$ cat src/rtl/core/fdp_pkg.sv
// Shared types, constants, DES tables and bit-permutation functions for the domain permutation.
package fdp_pkg;

	localparam int MAX_ROUNDS = 4;
	localparam int KEY_BYTES  = 8;
	localparam int ROUND_W    = $clog2(MAX_ROUNDS + 1);
	localparam int KEY_REGS   = 4;
	localparam int KEY_IDX_W  = 2;
	localparam int DOMAIN_W   = 32;
	localparam int RADIX_W    = 17;
	localparam int WALK_W     = 34;
	localparam int DES_W      = 64;
	localparam int DIV_CNT_W  = 7;
	localparam int CFG_ADDR_W = 6;
	localparam int CFG_DATA_W = 64;

	localparam logic [2:0] REG_DOMAIN_SIZE = 3'd0;
	localparam logic [2:0] REG_RADIX_A     = 3'd1;
	localparam logic [2:0] REG_RADIX_B     = 3'd2;
	localparam logic [2:0] REG_ROUND_COUNT = 3'd3;
	localparam logic [2:0] REG_ROUND_KEY_0 = 3'd4;
	localparam logic [2:0] REG_ROUND_KEY_1 = 3'd5;
	localparam logic [2:0] REG_ROUND_KEY_2 = 3'd6;
	localparam logic [2:0] REG_ROUND_KEY_3 = 3'd7;

	typedef enum logic [1:0] {
		DIV_SPLIT = 2'd0,
		DIV_FUNC  = 2'd1,
		DIV_HALF  = 2'd2
	} div_mode_t;

	typedef struct packed {
		logic [DOMAIN_W-1:0]           domain_size;
		logic [RADIX_W-1:0]            radix_a;
		logic [RADIX_W-1:0]            radix_b;
		logic [2:0]                    round_count;
		logic [KEY_REGS-1:0][DES_W-1:0] round_key;
	} fdp_cfg_t;

	typedef struct packed {
		logic      load;
		logic      set_oor;
		logic      div_start;
		div_mode_t div_mode;
		logic      split_cap;
		logic      des_start;
		logic      f_cap;
		logic      y_cap;
		logic      x_cap;
		logic      comb;
		logic      mul_step;
		logic      recombine;
		logic      out_load;
	} fdp_cmd_t;

	typedef struct packed {
		logic des_done;
		logic div_done;
		logic c_below;
		logic last_round;
		logic no_rounds;
	} fdp_status_t;

	localparam logic [15:0] SHIFT_ONE = 16'b1000_0001_0000_0011;

	localparam int T_IP [64] = '{58,50,42,34,26,18,10,2,60,52,44,36,28,20,12,4,
		62,54,46,38,30,22,14,6,64,56,48,40,32,24,16,8,57,49,41,33,25,17,9,1,
		59,51,43,35,27,19,11,3,61,53,45,37,29,21,13,5,63,55,47,39,31,23,15,7};
	localparam int T_FP [64] = '{40,8,48,16,56,24,64,32,39,7,47,15,55,23,63,31,
		38,6,46,14,54,22,62,30,37,5,45,13,53,21,61,29,36,4,44,12,52,20,60,28,
		35,3,43,11,51,19,59,27,34,2,42,10,50,18,58,26,33,1,41,9,49,17,57,25};
	localparam int T_E [48] = '{32,1,2,3,4,5,4,5,6,7,8,9,8,9,10,11,12,13,12,13,
		14,15,16,17,16,17,18,19,20,21,20,21,22,23,24,25,24,25,26,27,28,29,28,29,
		30,31,32,1};
	localparam int T_P [32] = '{16,7,20,21,29,12,28,17,1,15,23,26,5,18,31,10,
		2,8,24,14,32,27,3,9,19,13,30,6,22,11,4,25};
	localparam int T_PC1 [56] = '{57,49,41,33,25,17,9,1,58,50,42,34,26,18,10,2,
		59,51,43,35,27,19,11,3,60,52,44,36,63,55,47,39,31,23,15,7,62,54,46,38,
		30,22,14,6,61,53,45,37,29,21,13,5,28,20,12,4};
	localparam int T_PC2 [48] = '{14,17,11,24,1,5,3,28,15,6,21,10,23,19,12,4,
		26,8,16,7,27,20,13,2,41,52,31,37,47,55,30,40,51,45,33,48,44,49,39,56,
		34,53,46,42,50,36,29,32};

	localparam int SBOX [8][64] = '{
		'{14,4,13,1,2,15,11,8,3,10,6,12,5,9,0,7,0,15,7,4,14,2,13,1,10,6,12,11,9,5,3,8,
		  4,1,14,8,13,6,2,11,15,12,9,7,3,10,5,0,15,12,8,2,4,9,1,7,5,11,3,14,10,0,6,13},
		'{15,1,8,14,6,11,3,4,9,7,2,13,12,0,5,10,3,13,4,7,15,2,8,14,12,0,1,10,6,9,11,5,
		  0,14,7,11,10,4,13,1,5,8,12,6,9,3,2,15,13,8,10,1,3,15,4,2,11,6,7,12,0,5,14,9},
		'{10,0,9,14,6,3,15,5,1,13,12,7,11,4,2,8,13,7,0,9,3,4,6,10,2,8,5,14,12,11,15,1,
		  13,6,4,9,8,15,3,0,11,1,2,12,5,10,14,7,1,10,13,0,6,9,8,7,4,15,14,3,11,5,2,12},
		'{7,13,14,3,0,6,9,10,1,2,8,5,11,12,4,15,13,8,11,5,6,15,0,3,4,7,2,12,1,10,14,9,
		  10,6,9,0,12,11,7,13,15,1,3,14,5,2,8,4,3,15,0,6,10,1,13,8,9,4,5,11,12,7,2,14},
		'{2,12,4,1,7,10,11,6,8,5,3,15,13,0,14,9,14,11,2,12,4,7,13,1,5,0,15,10,3,9,8,6,
		  4,2,1,11,10,13,7,8,15,9,12,5,6,3,0,14,11,8,12,7,1,14,2,13,6,15,0,9,10,4,5,3},
		'{12,1,10,15,9,2,6,8,0,13,3,4,14,7,5,11,10,15,4,2,7,12,9,5,6,1,13,14,0,11,3,8,
		  9,14,15,5,2,8,12,3,7,0,4,10,1,13,11,6,4,3,2,12,9,5,15,10,11,14,1,7,6,0,8,13},
		'{4,11,2,14,15,0,8,13,3,12,9,7,5,10,6,1,13,0,11,7,4,9,1,10,14,3,5,12,2,15,8,6,
		  1,4,11,13,12,3,7,14,10,15,6,8,0,5,9,2,6,11,13,8,1,4,10,7,9,5,0,15,14,2,3,12},
		'{13,2,8,4,6,15,11,1,10,9,3,14,5,0,12,7,1,15,13,8,10,3,7,4,12,5,6,11,0,14,9,2,
		  7,11,4,1,9,12,14,2,0,6,10,13,15,3,5,8,2,1,14,7,4,10,8,13,15,12,9,0,3,5,6,11}
	};

	// positions count from 1 at the MSB
	function automatic logic [63:0] des_ip(input logic [63:0] x);
		logic [63:0] r;
		for (int j = 0; j < 64; j++) r[63-j] = x[64-T_IP[j]];
		return r;
	endfunction

	function automatic logic [63:0] des_fp(input logic [63:0] x);
		logic [63:0] r;
		for (int j = 0; j < 64; j++) r[63-j] = x[64-T_FP[j]];
		return r;
	endfunction

	function automatic logic [55:0] des_pc1(input logic [63:0] x);
		logic [55:0] r;
		for (int j = 0; j < 56; j++) r[55-j] = x[64-T_PC1[j]];
		return r;
	endfunction

	function automatic logic [47:0] des_pc2(input logic [55:0] x);
		logic [47:0] r;
		for (int j = 0; j < 48; j++) r[47-j] = x[56-T_PC2[j]];
		return r;
	endfunction

	function automatic logic [47:0] des_e(input logic [31:0] x);
		logic [47:0] r;
		for (int j = 0; j < 48; j++) r[47-j] = x[32-T_E[j]];
		return r;
	endfunction

	function automatic logic [31:0] des_p(input logic [31:0] x);
		logic [31:0] r;
		for (int j = 0; j < 32; j++) r[31-j] = x[32-T_P[j]];
		return r;
	endfunction

	function automatic logic [31:0] des_sbox(input logic [47:0] x);
		logic [31:0] r;
		logic [5:0]  b6;
		for (int k = 0; k < 8; k++) begin
			b6 = x[47-6*k -: 6];
			r[31-4*k -: 4] = 4'(SBOX[k][{b6[5], b6[0], b6[4:1]}]);
		end
		return r;
	endfunction

	function automatic logic [63:0] byte_swap(input logic [63:0] x);
		logic [63:0] r;
		for (int k = 0; k < 8; k++) r[8*k +: 8] = x[56-8*k +: 8];
		return r;
	endfunction

	function automatic logic [63:0] key_mask();
		logic [63:0] m;
		m = '0;
		for (int k = 0; k < 8; k++) if (k < KEY_BYTES) m[8*k +: 8] = 8'hFF;
		return m;
	endfunction

endpackage

$ cat src/rtl/core/fdp_in_if.sv
// Input channel: operation and value with valid/ready handshake.
interface fdp_in_if;
	logic        valid;
	logic        ready;
	logic        op;
	logic [31:0] value;

	modport source(output valid, output op, output value, input ready);
	modport sink(input valid, input op, input value, output ready);
endinterface

$ cat src/rtl/core/fdp_out_if.sv
// Output channel: permuted value and range flag with valid/ready handshake.
interface fdp_out_if;
	logic        valid;
	logic        ready;
	logic [31:0] result;
	logic        out_of_range;

	modport source(output valid, output result, output out_of_range, input ready);
	modport sink(input valid, input result, input out_of_range, output ready);
endinterface

$ cat src/rtl/core/feistel_domain_permutation.sv
// Top level: keyed mixed-radix Feistel permutation of a configured domain with cycle walking.
// One item at a time. An out-of-range input skips the walk and is passed through unchanged.
// Per round, a walk step runs a DES pass and two bit-serial reductions in the shared divider;
// the walk repeats a data-dependent number of steps.
// A finished result waits in the output register while the next item is taken.
// Reset (arst_n, asynchronous, low) returns config and control to defaults; no clearing pass.
module feistel_domain_permutation import fdp_pkg::*; (
	input  logic                  clk,
	input  logic                  arst_n,
	fdp_in_if.sink                item_in,
	fdp_out_if.source             item_out,
	input  logic                  psel,
	input  logic                  penable,
	input  logic                  pwrite,
	input  logic [CFG_ADDR_W-1:0] paddr,
	input  logic [CFG_DATA_W-1:0] pwdata,
	output logic [CFG_DATA_W-1:0] prdata,
	output logic                  pready
);

	fdp_cfg_t    cfg;
	fdp_cmd_t    cmd;
	fdp_status_t status;
	logic        in_ready, out_valid;

	assign item_in.ready  = in_ready;
	assign item_out.valid = out_valid;

	fdp_cfg_regs u_cfg (
		.clk     (clk),
		.arst_n  (arst_n),
		.psel    (psel),
		.penable (penable),
		.pwrite  (pwrite),
		.paddr   (paddr),
		.pwdata  (pwdata),
		.prdata  (prdata),
		.pready  (pready),
		.cfg     (cfg)
	);

	fdp_ctrl u_ctrl (
		.clk       (clk),
		.arst_n    (arst_n),
		.in_valid  (item_in.valid),
		.in_ready  (in_ready),
		.out_ready (item_out.ready),
		.out_valid (out_valid),
		.status    (status),
		.cmd       (cmd)
	);

	fdp_datapath u_dp (
		.clk          (clk),
		.arst_n       (arst_n),
		.cfg          (cfg),
		.cmd          (cmd),
		.status       (status),
		.in_op        (item_in.op),
		.in_value     (item_in.value),
		.result       (item_out.result),
		.out_of_range (item_out.out_of_range)
	);

endmodule

$ cat src/rtl/core/fdp_cfg_regs.sv
// APB configuration registers: domain size, radices, round count and DES round keys.
module fdp_cfg_regs import fdp_pkg::*; (
	input  logic                  clk,
	input  logic                  arst_n,
	input  logic                  psel,
	input  logic                  penable,
	input  logic                  pwrite,
	input  logic [CFG_ADDR_W-1:0] paddr,
	input  logic [CFG_DATA_W-1:0] pwdata,
	output logic [CFG_DATA_W-1:0] prdata,
	output logic                  pready,
	output fdp_cfg_t              cfg
);

	fdp_cfg_t   cfg_q;
	logic [2:0] reg_idx;
	logic       wr_en;

	assign reg_idx = paddr[CFG_ADDR_W-1:3];
	assign wr_en   = psel && penable && pwrite;
	assign pready  = 1'b1;
	assign cfg     = cfg_q;

	always_ff @(posedge clk or negedge arst_n) begin
		if (!arst_n) begin
			cfg_q.domain_size <= DOMAIN_W'(1);
			cfg_q.radix_a     <= RADIX_W'(1);
			cfg_q.radix_b     <= RADIX_W'(1);
			cfg_q.round_count <= 3'd4;
			cfg_q.round_key   <= '0;
		end else if (wr_en) begin
			case (reg_idx)
				REG_DOMAIN_SIZE: cfg_q.domain_size <= pwdata[DOMAIN_W-1:0];
				REG_RADIX_A:     cfg_q.radix_a <= pwdata[RADIX_W-1:0];
				REG_RADIX_B:     cfg_q.radix_b <= pwdata[RADIX_W-1:0];
				REG_ROUND_COUNT: cfg_q.round_count <= pwdata[2:0];
				REG_ROUND_KEY_0: cfg_q.round_key[0] <= pwdata;
				REG_ROUND_KEY_1: cfg_q.round_key[1] <= pwdata;
				REG_ROUND_KEY_2: cfg_q.round_key[2] <= pwdata;
				REG_ROUND_KEY_3: cfg_q.round_key[3] <= pwdata;
				default: ;
			endcase
		end
	end

	always_comb begin
		case (reg_idx)
			REG_DOMAIN_SIZE: prdata = CFG_DATA_W'(cfg_q.domain_size);
			REG_RADIX_A:     prdata = CFG_DATA_W'(cfg_q.radix_a);
			REG_RADIX_B:     prdata = CFG_DATA_W'(cfg_q.radix_b);
			REG_ROUND_COUNT: prdata = CFG_DATA_W'(cfg_q.round_count);
			REG_ROUND_KEY_0: prdata = cfg_q.round_key[0];
			REG_ROUND_KEY_1: prdata = cfg_q.round_key[1];
			REG_ROUND_KEY_2: prdata = cfg_q.round_key[2];
			REG_ROUND_KEY_3: prdata = cfg_q.round_key[3];
			default:         prdata = '0;
		endcase
	end

endmodule

$ cat src/rtl/core/fdp_des.sv
// Iterative DES encryption unit, one round per cycle with on-the-fly key schedule.
module fdp_des import fdp_pkg::*; (
	input  logic             clk,
	input  logic             arst_n,
	input  logic             start,
	input  logic [DES_W-1:0] key,
	input  logic [DES_W-1:0] blk,
	output logic             done,
	output logic [DES_W-1:0] result
);

	logic [27:0] c_q, d_q, c_rot, d_rot;
	logic [31:0] l_q, r_q, fx;
	logic [3:0]  cnt_q;
	logic        busy_q, done_q;
	logic [55:0] cd_init;
	logic [63:0] ip_init;

	always_comb begin
		cd_init = des_pc1(key);
		ip_init = des_ip(blk);
		if (SHIFT_ONE[cnt_q]) begin
			c_rot = {c_q[26:0], c_q[27]};
			d_rot = {d_q[26:0], d_q[27]};
		end else begin
			c_rot = {c_q[25:0], c_q[27:26]};
			d_rot = {d_q[25:0], d_q[27:26]};
		end
		fx = des_p(des_sbox(des_e(r_q) ^ des_pc2({c_rot, d_rot})));
	end

	assign result = des_fp({r_q, l_q});
	assign done   = done_q;

	always_ff @(posedge clk or negedge arst_n) begin
		if (!arst_n) begin
			busy_q <= 1'b0;
			done_q <= 1'b0;
			cnt_q  <= '0;
		end else begin
			done_q <= 1'b0;
			if (start) begin
				busy_q <= 1'b1;
				cnt_q  <= '0;
			end else if (busy_q) begin
				cnt_q <= cnt_q + 4'd1;
				if (cnt_q == 4'd15) begin
					busy_q <= 1'b0;
					done_q <= 1'b1;
				end
			end
		end
	end

	always_ff @(posedge clk) begin
		if (start) begin
			c_q <= cd_init[55:28];
			d_q <= cd_init[27:0];
			l_q <= ip_init[63:32];
			r_q <= ip_init[31:0];
		end else if (busy_q) begin
			c_q <= c_rot;
			d_q <= d_rot;
			l_q <= r_q;
			r_q <= l_q ^ fx;
		end
	end

endmodule

$ cat src/rtl/core/fdp_div.sv
// Restoring divider, one quotient bit per cycle, 64-bit or 34-bit dividend by a 17-bit divisor.
module fdp_div import fdp_pkg::*; (
	input  logic               clk,
	input  logic               arst_n,
	input  logic               start,
	input  logic               short_op,
	input  logic [DES_W-1:0]   dividend,
	input  logic [RADIX_W-1:0] divisor,
	output logic               done,
	output logic [WALK_W-1:0]  quotient,
	output logic [RADIX_W-1:0] remainder
);

	logic [DES_W-1:0]     num_q;
	logic [RADIX_W-1:0]   rem_q, den_q, rem_n;
	logic [WALK_W-1:0]    quo_q;
	logic [DIV_CNT_W-1:0] cnt_q;
	logic                 busy_q, done_q, ge;
	logic [RADIX_W:0]     trial;

	always_comb begin
		trial = {rem_q, num_q[DES_W-1]};
		ge    = trial >= {1'b0, den_q};
		rem_n = ge ? RADIX_W'(trial - {1'b0, den_q}) : trial[RADIX_W-1:0];
	end

	assign done      = done_q;
	assign quotient  = quo_q;
	assign remainder = rem_q;

	always_ff @(posedge clk or negedge arst_n) begin
		if (!arst_n) begin
			busy_q <= 1'b0;
			done_q <= 1'b0;
			cnt_q  <= '0;
		end else begin
			done_q <= 1'b0;
			if (start) begin
				busy_q <= 1'b1;
				cnt_q  <= short_op ? DIV_CNT_W'(WALK_W) : DIV_CNT_W'(DES_W);
			end else if (busy_q) begin
				cnt_q <= cnt_q - DIV_CNT_W'(1);
				if (cnt_q == DIV_CNT_W'(1)) begin
					busy_q <= 1'b0;
					done_q <= 1'b1;
				end
			end
		end
	end

	always_ff @(posedge clk) begin
		if (start) begin
			num_q <= short_op ? {dividend[WALK_W-1:0], (DES_W-WALK_W)'(0)} : dividend;
			rem_q <= '0;
			quo_q <= '0;
			den_q <= divisor;
		end else if (busy_q) begin
			num_q <= {num_q[DES_W-2:0], 1'b0};
			rem_q <= rem_n;
			quo_q <= {quo_q[WALK_W-2:0], ge};
		end
	end

endmodule

$ cat src/rtl/core/fdp_datapath.sv
// Datapath: walk value, Feistel halves, modular add/sub, recombine multiply, DES and divider units.
module fdp_datapath import fdp_pkg::*; (
	input  logic                clk,
	input  logic                arst_n,
	input  fdp_cfg_t            cfg,
	input  fdp_cmd_t            cmd,
	output fdp_status_t         status,
	input  logic                in_op,
	input  logic [DOMAIN_W-1:0] in_value,
	output logic [DOMAIN_W-1:0] result,
	output logic                out_of_range
);

	logic                op_q, oor_q, oor_out_q;
	logic [DOMAIN_W-1:0] value_q, result_q;
	logic [WALK_W-1:0]   c_q, l_q, r_q, prod_q;
	logic [RADIX_W-1:0]  a_q, b_q, x_q, y_q;
	logic [ROUND_W-1:0]  rounds_q, k_q, idx;
	logic [DES_W-1:0]    f_q;

	logic [RADIX_W-1:0]  md, t_fwd, t_inv, t_new;
	logic [RADIX_W:0]    sum;
	logic [WALK_W-1:0]   half_fn, other, mul_hi, add_lo;
	logic [DES_W-1:0]    des_key, des_blk, des_res;
	logic [DES_W-1:0]    div_num;
	logic [RADIX_W-1:0]  div_den, div_rem;
	logic [WALK_W-1:0]   div_quo;
	logic                div_short, sel_l;
	logic [RADIX_W+WALK_W-1:0] prod_full;
	logic [WALK_W:0]     join_sum;

	always_comb begin
		idx     = op_q ? ROUND_W'(rounds_q - ROUND_W'(1) - k_q) : k_q;
		md      = idx[0] ? b_q : a_q;
		half_fn = op_q ? l_q : r_q;
		other   = op_q ? r_q : l_q;
		des_key = byte_swap(cfg.round_key[idx[KEY_IDX_W-1:0]] & key_mask());
		des_blk = byte_swap({(DES_W-WALK_W)'(0), half_fn});

		case (cmd.div_mode)
			DIV_FUNC: begin
				div_num   = f_q;
				div_den   = md;
				div_short = 1'b0;
			end
			DIV_HALF: begin
				div_num   = {(DES_W-WALK_W)'(0), other};
				div_den   = md;
				div_short = 1'b1;
			end
			default: begin
				div_num   = {(DES_W-WALK_W)'(0), c_q};
				div_den   = a_q;
				div_short = 1'b1;
			end
		endcase

		sum   = {1'b0, x_q} + {1'b0, y_q};
		t_fwd = (sum >= {1'b0, md}) ? RADIX_W'(sum - {1'b0, md}) : sum[RADIX_W-1:0];
		t_inv = (x_q >= y_q) ? RADIX_W'(x_q - y_q)
		                     : RADIX_W'(({1'b0, x_q} + {1'b0, md}) - {1'b0, y_q});
		t_new = op_q ? t_inv : t_fwd;

		sel_l     = !op_q && rounds_q[0];
		mul_hi    = sel_l ? l_q : r_q;
		add_lo    = sel_l ? r_q : l_q;
		prod_full = a_q * mul_hi;
		join_sum  = {1'b0, prod_q} + {1'b0, add_lo};
	end

	assign status.c_below    = c_q < {(WALK_W-DOMAIN_W)'(0), cfg.domain_size};
	assign status.last_round = ROUND_W'(k_q + ROUND_W'(1)) == rounds_q;
	assign status.no_rounds  = rounds_q == '0;
	assign result            = result_q;
	assign out_of_range      = oor_out_q;

	fdp_des u_des (
		.clk    (clk),
		.arst_n (arst_n),
		.start  (cmd.des_start),
		.key    (des_key),
		.blk    (des_blk),
		.done   (status.des_done),
		.result (des_res)
	);

	fdp_div u_div (
		.clk       (clk),
		.arst_n    (arst_n),
		.start     (cmd.div_start),
		.short_op  (div_short),
		.dividend  (div_num),
		.divisor   (div_den),
		.done      (status.div_done),
		.quotient  (div_quo),
		.remainder (div_rem)
	);

	always_ff @(posedge clk) begin
		if (cmd.load) begin
			op_q    <= in_op;
			value_q <= in_value;
			c_q     <= {(WALK_W-DOMAIN_W)'(0), in_value};
			oor_q   <= 1'b0;
			a_q     <= (cfg.radix_a == '0) ? RADIX_W'(1) : cfg.radix_a;
			b_q     <= (cfg.radix_b == '0) ? RADIX_W'(1) : cfg.radix_b;
			rounds_q <= (32'(cfg.round_count) > MAX_ROUNDS) ? ROUND_W'(MAX_ROUNDS)
			                                               : ROUND_W'(cfg.round_count);
		end
		if (cmd.set_oor) oor_q <= 1'b1;
		if (cmd.split_cap) begin
			k_q <= '0;
			if (op_q && rounds_q[0]) begin
				r_q <= {(WALK_W-RADIX_W)'(0), div_rem};
				l_q <= div_quo;
			end else begin
				l_q <= {(WALK_W-RADIX_W)'(0), div_rem};
				r_q <= div_quo;
			end
		end
		if (cmd.f_cap) f_q <= byte_swap(des_res);
		if (cmd.y_cap) y_q <= div_rem;
		if (cmd.x_cap) x_q <= div_rem;
		if (cmd.comb) begin
			k_q <= ROUND_W'(k_q + ROUND_W'(1));
			if (op_q) begin
				r_q <= l_q;
				l_q <= {(WALK_W-RADIX_W)'(0), t_new};
			end else begin
				l_q <= r_q;
				r_q <= {(WALK_W-RADIX_W)'(0), t_new};
			end
		end
		if (cmd.mul_step) prod_q <= prod_full[WALK_W-1:0];
		if (cmd.recombine) c_q <= join_sum[WALK_W-1:0];
		if (cmd.out_load) begin
			result_q  <= oor_q ? value_q : c_q[DOMAIN_W-1:0];
			oor_out_q <= oor_q;
		end
	end

endmodule

$ cat src/rtl/core/fdp_ctrl.sv
// Controller: sequences split, DES, reductions, rounds, recombine and cycle walking; owns handshakes.
module fdp_ctrl import fdp_pkg::*; (
	input  logic        clk,
	input  logic        arst_n,
	input  logic        in_valid,
	output logic        in_ready,
	input  logic        out_ready,
	output logic        out_valid,
	input  fdp_status_t status,
	output fdp_cmd_t    cmd
);

	typedef enum logic [14:0] {
		ST_IDLE   = 15'b000000000000001,
		ST_CHECK  = 15'b000000000000010,
		ST_SPLIT  = 15'b000000000000100,
		ST_SPLITW = 15'b000000000001000,
		ST_DES    = 15'b000000000010000,
		ST_DESW   = 15'b000000000100000,
		ST_MODF   = 15'b000000001000000,
		ST_MODFW  = 15'b000000010000000,
		ST_MODH   = 15'b000000100000000,
		ST_MODHW  = 15'b000001000000000,
		ST_COMB   = 15'b000010000000000,
		ST_MUL    = 15'b000100000000000,
		ST_JOIN   = 15'b001000000000000,
		ST_TEST   = 15'b010000000000000,
		ST_DONE   = 15'b100000000000000
	} state_t;

	state_t state_q, state_n;
	logic   out_valid_q;

	assign in_ready  = state_q == ST_IDLE;
	assign out_valid = out_valid_q;

	always_comb begin
		state_n = state_q;
		cmd     = '0;
		cmd.div_mode = DIV_SPLIT;
		case (state_q)
			ST_IDLE: begin
				if (in_valid) begin
					cmd.load = 1'b1;
					state_n  = ST_CHECK;
				end
			end
			ST_CHECK: begin
				if (status.c_below) state_n = ST_SPLIT;
				else begin
					cmd.set_oor = 1'b1;
					state_n     = ST_DONE;
				end
			end
			ST_SPLIT: begin
				cmd.div_start = 1'b1;
				state_n       = ST_SPLITW;
			end
			ST_SPLITW: begin
				if (status.div_done) begin
					cmd.split_cap = 1'b1;
					state_n       = status.no_rounds ? ST_MUL : ST_DES;
				end
			end
			ST_DES: begin
				cmd.des_start = 1'b1;
				state_n       = ST_DESW;
			end
			ST_DESW: begin
				if (status.des_done) begin
					cmd.f_cap = 1'b1;
					state_n   = ST_MODF;
				end
			end
			ST_MODF: begin
				cmd.div_mode  = DIV_FUNC;
				cmd.div_start = 1'b1;
				state_n       = ST_MODFW;
			end
			ST_MODFW: begin
				if (status.div_done) begin
					cmd.y_cap = 1'b1;
					state_n   = ST_MODH;
				end
			end
			ST_MODH: begin
				cmd.div_mode  = DIV_HALF;
				cmd.div_start = 1'b1;
				state_n       = ST_MODHW;
			end
			ST_MODHW: begin
				if (status.div_done) begin
					cmd.x_cap = 1'b1;
					state_n   = ST_COMB;
				end
			end
			ST_COMB: begin
				cmd.comb = 1'b1;
				state_n  = status.last_round ? ST_MUL : ST_DES;
			end
			ST_MUL: begin
				cmd.mul_step = 1'b1;
				state_n      = ST_JOIN;
			end
			ST_JOIN: begin
				cmd.recombine = 1'b1;
				state_n       = ST_TEST;
			end
			ST_TEST: begin
				state_n = status.c_below ? ST_DONE : ST_SPLIT;
			end
			ST_DONE: begin
				if (!out_valid_q || out_ready) begin
					cmd.out_load = 1'b1;
					state_n      = ST_IDLE;
				end
			end
			default: state_n = ST_IDLE;
		endcase
	end

	always_ff @(posedge clk or negedge arst_n) begin
		if (!arst_n) begin
			state_q     <= ST_IDLE;
			out_valid_q <= 1'b0;
		end else begin
			state_q <= state_n;
			if (cmd.out_load) out_valid_q <= 1'b1;
			else if (out_ready) out_valid_q <= 1'b0;
		end
	end

endmodule

$ cat src/flat_wrapper.sv
// flat-port wrapper written by rule: the top's interface ports become plain ports
module feistel_domain_permutation_flat import fdp_pkg::*;
  (clk, arst_n, psel, penable, pwrite, paddr, pwdata, prdata, pready, item_in_valid, item_in_op, item_in_value, item_in_ready, item_out_valid, item_out_result, item_out_out_of_range, item_out_ready);
  fdp_in_if item_in_i ();
  fdp_out_if item_out_i ();
  input  logic clk;
  input  logic arst_n;
  input  logic psel;
  input  logic penable;
  input  logic pwrite;
  input  logic [CFG_ADDR_W-1:0] paddr;
  input  logic [CFG_DATA_W-1:0] pwdata;
  output logic [CFG_DATA_W-1:0] prdata;
  output logic pready;
  input wire logic [$bits(item_in_i.valid)-1:0] item_in_valid;
  input wire logic [$bits(item_in_i.op)-1:0] item_in_op;
  input wire logic [$bits(item_in_i.value)-1:0] item_in_value;
  output wire logic [$bits(item_in_i.ready)-1:0] item_in_ready;
  output wire logic [$bits(item_out_i.valid)-1:0] item_out_valid;
  output wire logic [$bits(item_out_i.result)-1:0] item_out_result;
  output wire logic [$bits(item_out_i.out_of_range)-1:0] item_out_out_of_range;
  input wire logic [$bits(item_out_i.ready)-1:0] item_out_ready;
  assign item_in_i.valid = item_in_valid;
  assign item_in_i.op = item_in_op;
  assign item_in_i.value = item_in_value;
  assign item_in_ready = item_in_i.ready;
  assign item_out_valid = item_out_i.valid;
  assign item_out_result = item_out_i.result;
  assign item_out_out_of_range = item_out_i.out_of_range;
  assign item_out_i.ready = item_out_ready;
  feistel_domain_permutation u_core (.clk(clk), .arst_n(arst_n), .item_in(item_in_i), .item_out(item_out_i), .psel(psel), .penable(penable), .pwrite(pwrite), .paddr(paddr), .pwdata(pwdata), .prdata(prdata), .pready(pready));
endmodule
$ cat config.mk
export PLATFORM = sky130hd
export DESIGN_NAME = feistel_domain_permutation_flat
export DESIGN_NICKNAME = d
export VERILOG_FILES = /design/src/rtl/core/fdp_pkg.sv /design/src/rtl/core/fdp_in_if.sv /design/src/rtl/core/fdp_out_if.sv /design/src/rtl/core/feistel_domain_permutation.sv /design/src/rtl/core/fdp_cfg_regs.sv /design/src/rtl/core/fdp_des.sv /design/src/rtl/core/fdp_div.sv /design/src/rtl/core/fdp_datapath.sv /design/src/rtl/core/fdp_ctrl.sv /design/src/flat_wrapper.sv
export SDC_FILE = /design/constraint.sdc
export NUM_CORES = 2
export LEC_CHECK = 0
export BUFFER_PORTS_ARGS = -buffer_cell sky130_fd_sc_hd__buf_2
export CAP_MARGIN = 25
export CORE_ASPECT_RATIO = 0.75
export CORE_MARGIN = 3
export CORE_UTILIZATION = 41
export CTS_CLUSTER_DIAMETER = 60
export DETAILED_ROUTE_END_ITERATION = 8
export PLACE_DENSITY = 0.59
export RECOVER_POWER = 50
export SYNTH_ARGS = -nofsm -noshare
export SYNTH_HDL_FRONTEND = slang
export SYNTH_SLANG_ARGS = --single-unit
$ cat constraint.sdc
create_clock -name clk -period 16.7 [get_ports clk]
set_input_delay 3.34 -clock clk [delete_from_list [all_inputs] [get_ports clk]]
set_output_delay 3.34 -clock clk [all_outputs]
set_load 0.005 [all_outputs]
# Word level (Yosys, flattened, before mapping)
# Memory sizes are Yosys's and may differ from the RTL's.
# Cells that the tools add are included.
# W data, S select, Z words.
[op_classes]
addsub = 12
n_mul = 1
order_cmp = 15
n_eq_ne = 33
n_mux = 106
n_bitwise = 10
reduce_logical = 27
[ops]
columns = ["operator", "count"]
rows = [
  ["$pmux W64 S8", 1],
  ["$mux W34", 14],
  ["$mux W28", 10],
  ["$mux W64", 4],
  ["$pmux W15 S15", 1],
  ["$bmux W64 S2", 1],
  ["$pmux W64 S2", 1],
  ["$mux W15", 8],
  ["$mux W17", 6],
  ["$mux W4", 18],
  ["$sub A17 B17 Y17", 4],
  ["$ge A7 B7 Y1 const B", 8],
  ["$not A6 Y7", 8],
  ["$xor A48 B48 Y48", 1],
  ["$ge A18 B17 Y1", 2],
  ["$add A34 B34 Y34", 1],
  ["$logic_not A17 Y1", 2],
  ["$lt A34 B32 Y1", 1],
  ["$mul A17 B34 Y34", 1],
  ["$mux W1", 32],
  ["$mux W32", 1],
  ["$xor A32 B32 Y32", 1],
  ["$mux W12", 2],
  ["$mux W7", 3],
  ["other kinds (47)", 73],
]
[totals]
ff_bits = 949
romBits = 16400
in_bits = 110
out_inout_bits = 100
memories = 9
[memory_table]
columns = ["name", "words", "word_bits", "read_ports", "rd_clocked_by_memory_dff", "write_ports", "line", "text"]
rows = [
  ["(no name shown)", 64, 32, 1, 0, 0, "fdp_pkg.sv:145", "r[31-4*k -: 4] = 4'(SBOX[k][{b6[5], b6[0], b6[4:1]}]);"],
  ["(no name shown)", 64, 32, 1, 0, 0, "fdp_pkg.sv:145", ""],
  ["(no name shown)", 64, 32, 1, 0, 0, "fdp_pkg.sv:145", ""],
  ["(no name shown)", 64, 32, 1, 0, 0, "fdp_pkg.sv:145", ""],
  ["(no name shown)", 64, 32, 1, 0, 0, "fdp_pkg.sv:145", ""],
  ["(no name shown)", 64, 32, 1, 0, 0, "fdp_pkg.sv:145", ""],
  ["+3 memories", "-", "-", "-", "-", "-", "-", ""],
]

# Logic depth before layout (Yosys ltp)
[logic_depth]
depth_word = 11
depth_mapped = 31
depth_no_buf = 27

# By module
# From an unflattened synthesis, not the netlist that was laid out.
[unflattened]
cells_unflattened = 7568
hier_area_um2 = 76001.6
[modules_own_cells]
columns = ["mod", "instances", "cells_each", "area_per_inst_um2", "seq_area_each_um2"]
rows = [
  ["fdp_datapath", 1, 3903, 36677.7, 10229.8],
  ["fdp_des", 1, 1888, 16422.0, 3753.6],
  ["fdp_cfg_regs", 1, 1023, 14839.2, 8137.8],
  ["fdp_div", 1, 631, 6921.6, 3678.5],
  ["fdp_ctrl", 1, 123, 1141.1, 401.6],
]

# Least setup slack after synthesis
# No wires, ideal clock.
[synth_path]
path_type = "input to output"
startpoint = "input paddr[3]"
endpoint = "output prdata[2]"
arrival_time_ns = 5.086
setup_slack_ns = 8.274
cell_stages = 5
n_path_buf = 3
cell_sequence = "clkbuf_1 -> buf_1 -> clkbuf_1 -> mux4_2 -> mux2_2"
[synth_via]
elab_chain_cells = 2
word_cells_on_any_way = 9
classes_between = "7 x eq/ne; 1 x mux; 1 x reduce/logical"
[synth_rtl]
columns = ["item", "line", "text"]
rows = [
  ["start, declared", "flat_wrapper.sv:11", "input logic [CFG_ADDR_W-1:0] paddr;"],
  ["$eq A3 B3 Y1 (tied with other cells)", "fdp_cfg_regs.sv:47", "case (reg_idx)"],
  ["$pmux W64 S8 (*)", "fdp_cfg_regs.sv:47", ""],
  ["end, declared", "flat_wrapper.sv:13", "output logic [CFG_DATA_W-1:0] prdata;"],
]
# Mark *: on every way between the ends. The rest lies on a longest branch, timed or not.

# Final worst setup path
[layout_path]
startpoint = "register u_core.u_dp.u_des.cnt_q[2]"
endpoint = "register u_core.u_dp.u_des.r_q[9], data pin"
[layout_via]
elab_chain_cells = 11
[layout_rtl]
columns = ["item", "line", "text"]
rows = [
  ["start, declared", "fdp_des.sv:14", "logic [3:0] cnt_q;"],
  ["start signal, assigned", "fdp_des.sv:46", "cnt_q <= cnt_q + 4'd1;"],
  ["$mem_v2 Z16 W1", "-", ""],
  ["$mux W1 (not written as such)", "fdp_des.sv:22", "if (SHIFT_ONE[cnt_q]) begin"],
  ["$mux W28", "fdp_des.sv:22", ""],
  ["$xor A48 B48 Y48", "fdp_des.sv:29", "fx = des_p(des_sbox(des_e(r_q) ^ des_pc2({c_rot, d_rot})));"],
  ["$not A6 Y7 (not written as such)", "fdp_pkg.sv:145", ""],
  ["$mem_v2 Z64 W32", "-", ""],
  ["$mux W4 (not written as such) (2 in series)", "fdp_pkg.sv:145", ""],
  ["$xor A32 B32 Y32", "fdp_des.sv:65", "r_q <= l_q ^ fx;"],
  ["$mux W28", "fdp_des.sv:61", "end else if (busy_q) begin"],
  ["$mux W28", "fdp_des.sv:56", "if (start) begin"],
  ["end signal, assigned", "fdp_des.sv:60", "r_q <= ip_init[31:0];"],
  ["end signal, assigned", "fdp_des.sv:65", ""],
  ["end, declared", "fdp_des.sv:13", "logic [31:0] l_q, r_q, fx;"],
]
# No other way between the ends. The select of a mux whose other input is x is not followed.
# A chain may end at the register's enable or synchronous reset.

==> impl_summary.log <==
[metrics] routed via count divided by cell count: 5.88
[metrics] number of design-rule violations left by the first detailed-router iteration: 6292
[metrics] area taken by flip-flops and latches: 25900 um2
[metrics] cell chain of the critical path: clkbuf_1 -> nand3_1 -> o31ai_4 -> clkbuf_1 -> clkbuf_1 -> mux2i_1 -> buf_4 -> xnor2_2 -> inv_1 -> ha_1 -> o21ai_0 -> a21oi_1 -> a2111oi_0 -> or3_1 -> xnor2_1 -> a31o_2
[metrics] run status: finished, violations left
[metrics] hold wc startpoint: u_core.u_cfg.cfg[285]$_DFFE_PN0P_
[metrics] post-route fraction of the period consumed by the critical path: 71.1%
[metrics] final number of setup-violating endpoints: 0
[metrics] remaining number of nets flagged by the antenna check after routing: 0
[metrics] # rows: 130
[metrics] number of buffers on the longest clock path: 3
[metrics] remaining design rule violation count: 0
[metrics] Port-buffer cells: 205
[metrics] maximum number of pins on one net before global-route repair: 169
[metrics] setup slack on the worst flop-to-flop path: 4.82 ns
[metrics] Die Footprint: 176000 um2
[metrics] total of max-cap violations: 28
[metrics] layout overhead on the synthesized area: 9.08%
[metrics] source of the worst register-to-register timing path: u_core.u_dp.u_des.cnt_q[2]$_DFFE_PN0P_
[metrics] maximum achievable frequency: 0.0842 GHz
[metrics] fill cell total of the finished layout: 15900
[metrics] first-pass GRT wire length: 352000 um
[metrics] RSZ-0062 raised after global routing: no
[metrics] proportion of synthesized chip area in sequential cells: 36.9%
[metrics] number of pins exceeding their max-slew limit in the final report: 1332
[metrics] Chip Height: 364 um
[metrics] synthesized cell area: 70100 um2
[metrics] post-CTS sizing: 0
[metrics] initial antenna violation count: 23
[metrics] number of synthesized flops with an enable pin: 511
[metrics] via total after detailed routing: 55500
[metrics] CTS tree: done
[metrics] Total Routed Length: 238000 um
[metrics] share of the synthesized area in the top cell type: 21.9%
[metrics] Synth Flop Type: sky130_fd_sc_hd__edfxtp_1
[metrics] most frequent cell on the critical path: sky130_fd_sc_hd__clkbuf_1
[metrics] crit start category: flop
[metrics] required time of the worst setup path: 17.20 ns
[metrics] routability congestion estimate: 0.939
[metrics] most numerous cell in the Yosys netlist: sky130_fd_sc_hd__nand2_1
[metrics] wire length per cell: 25.2 um
[metrics] violations in the final reports: capacitance limit, slew limit
[metrics] Setup Crit Path Kind: flop to flop
[metrics] cell with the largest stage delay on the worst path: sky130_fd_sc_hd__clkbuf_1
[metrics] Post-Synthesis Net Count: 7910
[metrics] post-placement cell area: 73100 um2
[metrics] CTS H-tree lvls: 3
[metrics] Tightest Hold Check Type: flop to flop
[metrics] fraction of layout instances using a drive strength above 1: 13.5%
[metrics] setup_tns: 0 ns
[metrics] number of distinct library cell variants in the gate-level netlist after synthesis: 100
[metrics] number of nets in the final layout: 7868
[metrics] floorplan core area: 169000 um2
[metrics] footprint of the multi-input gates: 40100 um2
[metrics] synthesized instance count: 7146
[metrics] total setup buffers inserted after CTS: 0
[metrics] capturing element type of the critical path: flop
[metrics] arrival time reported for the critical path endpoint: 12.38 ns
[metrics] register bit total from synthesis: 949
[metrics] count of clock tree sinks: 949
[metrics] Worst Hold Depth: 0
[metrics] global route overflow: 0
[metrics] setup skew after layout: 0.0425 ns
[metrics] worst slew slack as a fraction of its limit: -209%
[metrics] reg2reg end: u_core.u_dp.u_des.r_q[9]$_DFFE_PP_
[metrics] CTS Hold Bufs: 0
[metrics] root buffer cell: sky130_fd_sc_hd__clkbuf_16
[metrics] endpoints failing hold: 0
[metrics] Synth top cells by count: 1088 x sky130_fd_sc_hd__nand2_1, 623 x sky130_fd_sc_hd__inv_1, 511 x sky130_fd_sc_hd__edfxtp_1
[metrics] clock latency reported for the late side of the worst-skew pair: 0.76 ns
[metrics] minimum clock period after layout: 11.88 ns
[metrics] top cells by area, synth: sky130_fd_sc_hd__edfxtp_1 22%, sky130_fd_sc_hd__dfrtp_1 13%, sky130_fd_sc_hd__fa_1 11%
[metrics] average size of a mapped cell: 9.81 um2
[metrics] Worst Hold Path EP: u_core.u_dp.a_q[9]$_SDFFCE_PN0P_
[metrics] Boundary Pins: 210
[metrics] CTS clk-pin slew, worst paths: 0.06 ns
[metrics] transition at the pin with the smallest max-transition slack: 4.63 ns
[metrics] number of cell instances on the worst register-to-register path: 16
[metrics] die outline width: 484 um
[metrics] biggest cell delay along the critical path: 2.41 ns
[metrics] cell type with the largest total area after synthesis: sky130_fd_sc_hd__edfxtp_1
[metrics] finished layout cell area: 76500 um2
[metrics] number of global-route vias before repair: 52500
[metrics] total of warnings raised by yosys: 0
[metrics] fin util: 45.3%
[metrics] post-detailed-placement half-perimeter wirelength: 175000 um
[metrics] hold_ws: 0.456 ns
[metrics] total clock buffers created by CTS: 107
[metrics] combined global-route utilization of all metal layers: 26.5%
[metrics] DR pass1 iterations: 6
[metrics] maximum fanout count along the critical path: 87
[metrics] initial core utilization: 41.6%
[metrics] FFs w/ async S/R, synth: 37.5%
==> how the worst max path moves through the flow <==
| stage | startpoint | end | slack (ns) | cells past startpoint |
|---|---|---|---|---|
| after floorplan | paddr[3] | prdata[2] | 8.27 | 5 |
| after global placement | paddr[5] | prdata[60] | 7.66 | 9 |
| after detailed placement | paddr[5] | prdata[54] | 7.65 | 9 |
| after CTS | paddr[5] | prdata[54] | 7.65 | 9 |
| after global routing | u_core.u_dp.u_des.cnt_q[2]$_DFFE_PN0P_ | u_core.u_dp.u_des.r_q[1]$_DFFE_PP_ | 4.29 | 16 |
| final | u_core.u_dp.u_des.cnt_q[2]$_DFFE_PN0P_ | u_core.u_dp.u_des.r_q[9]$_DFFE_PP_ | 4.82 | 16 |
==> registers in the layout (all words and copies together), names as in the netlist, 28 cells and up <==
name,flops
u_core.u_cfg.cfg,325
u_core.u_dp.c_q,34
u_core.u_dp.f_q,64
u_core.u_dp.l_q,34
u_core.u_dp.prod_q,34
u_core.u_dp.r_q,34
u_core.u_dp.result,32
u_core.u_dp.u_des.c_q,28
u_core.u_dp.u_des.d_q,28
u_core.u_dp.u_des.l_q,32
u_core.u_dp.u_des.r_q,32
u_core.u_dp.u_div.num_q,64
u_core.u_dp.u_div.quotient,34
u_core.u_dp.value_q,32
==> metal layers <==
layer  share of wire (%)  wire length [um]  GRT usage [%]
met1                  46            109000           40.4
met2                  41             97300           37.3
met3                  11             25100           6.00
met4                 2.9              6920           6.86
met5               0.029                68              0
==> placed cells by master (no fill, tap or decap), types with 52 or more instances in the layout <==
cell,n
sky130_fd_sc_hd__nand2_1,1087
sky130_fd_sc_hd__inv_1,621
sky130_fd_sc_hd__edfxtp_1,511
sky130_fd_sc_hd__mux2_2,428
sky130_fd_sc_hd__o21ai_0,406
sky130_fd_sc_hd__fa_1,370
sky130_fd_sc_hd__dfrtp_1,348
sky130_fd_sc_hd__nor2_1,321
sky130_fd_sc_hd__ha_1,283
sky130_fd_sc_hd__a21oi_1,262
sky130_fd_sc_hd__mux2i_1,229
sky130_fd_sc_hd__buf_2,174
sky130_fd_sc_hd__and2_1,166
sky130_fd_sc_hd__xnor2_1,158
sky130_fd_sc_hd__nand3_1,156
sky130_fd_sc_hd__clkbuf_16,111
sky130_fd_sc_hd__a22oi_1,108
sky130_fd_sc_hd__o211ai_1,102
sky130_fd_sc_hd__clkbuf_1,89
sky130_fd_sc_hd__xor2_1,82
sky130_fd_sc_hd__dfxtp_1,81
sky130_fd_sc_hd__buf_4,73
sky130_fd_sc_hd__nor3_1,64
sky130_fd_sc_hd__a21o_1,60
sky130_fd_sc_hd__nand2b_1,59
sky130_fd_sc_hd__a211oi_1,59
sky130_fd_sc_hd__o22ai_1,58
sky130_fd_sc_hd__nor3b_1,52
==> logic make-up (layout without fill, tap and decap cells) <==
logic type / count (synthesis) / after routing / synth area share (%)
buffers and inverters: 1093 / 1143 / 6.04
multiplexers: 710 / 710 / 11.7
flip-flops: 949 / 949 / 36.9
AND/OR/NAND/NOR: 2113 / 2113 / 13.7
adder cells (fa/ha/maj): 654 / 654 / 15.6
XOR/XNOR: 270 / 270 / 3.72
other: 1 / 14 / 0.00535
AO/OA/AOI/OAI: 1356 / 1356 / 12.3
==> worst max-delay path, delay by kind of cell, from the launching register on <==
| kind | cells | cell delay [ns] |
|---|---|---|
| flops | 1 | 0.34 |
| mux | 1 | 0.33 |
| buf+inv | 5 | 6.49 |
| simple gates | 2 | 2.04 |
| xor+xnor | 2 | 0.65 |
| compound gates | 5 | 1.38 |
| fa+ha+maj | 1 | 0.33 |
==> through the flow <==
stage                     worst slack, ns  instances
after floorplan                      8.27       7146
after global placement               7.66       9230
after detailed placement             7.65       9234
after CTS                            7.65       9435
after global routing                 4.29       9447
final                                4.82       9453
==> final cells by class <==
class                      count  share of cell area (%)
multi-input combinational   5104                    52.4
sequential                   949                    33.9
clock buffer                 157                    4.07
tap                         2244                    3.67
inverter                     630                    3.10
timing repair buffer         312                    2.27
clock inverter                44                   0.576
antenna                       13                  0.0425
Power is left out: the tool's default activity adds up to more than one toggle a clock period on the data nets, which glitch-free logic cannot reach.
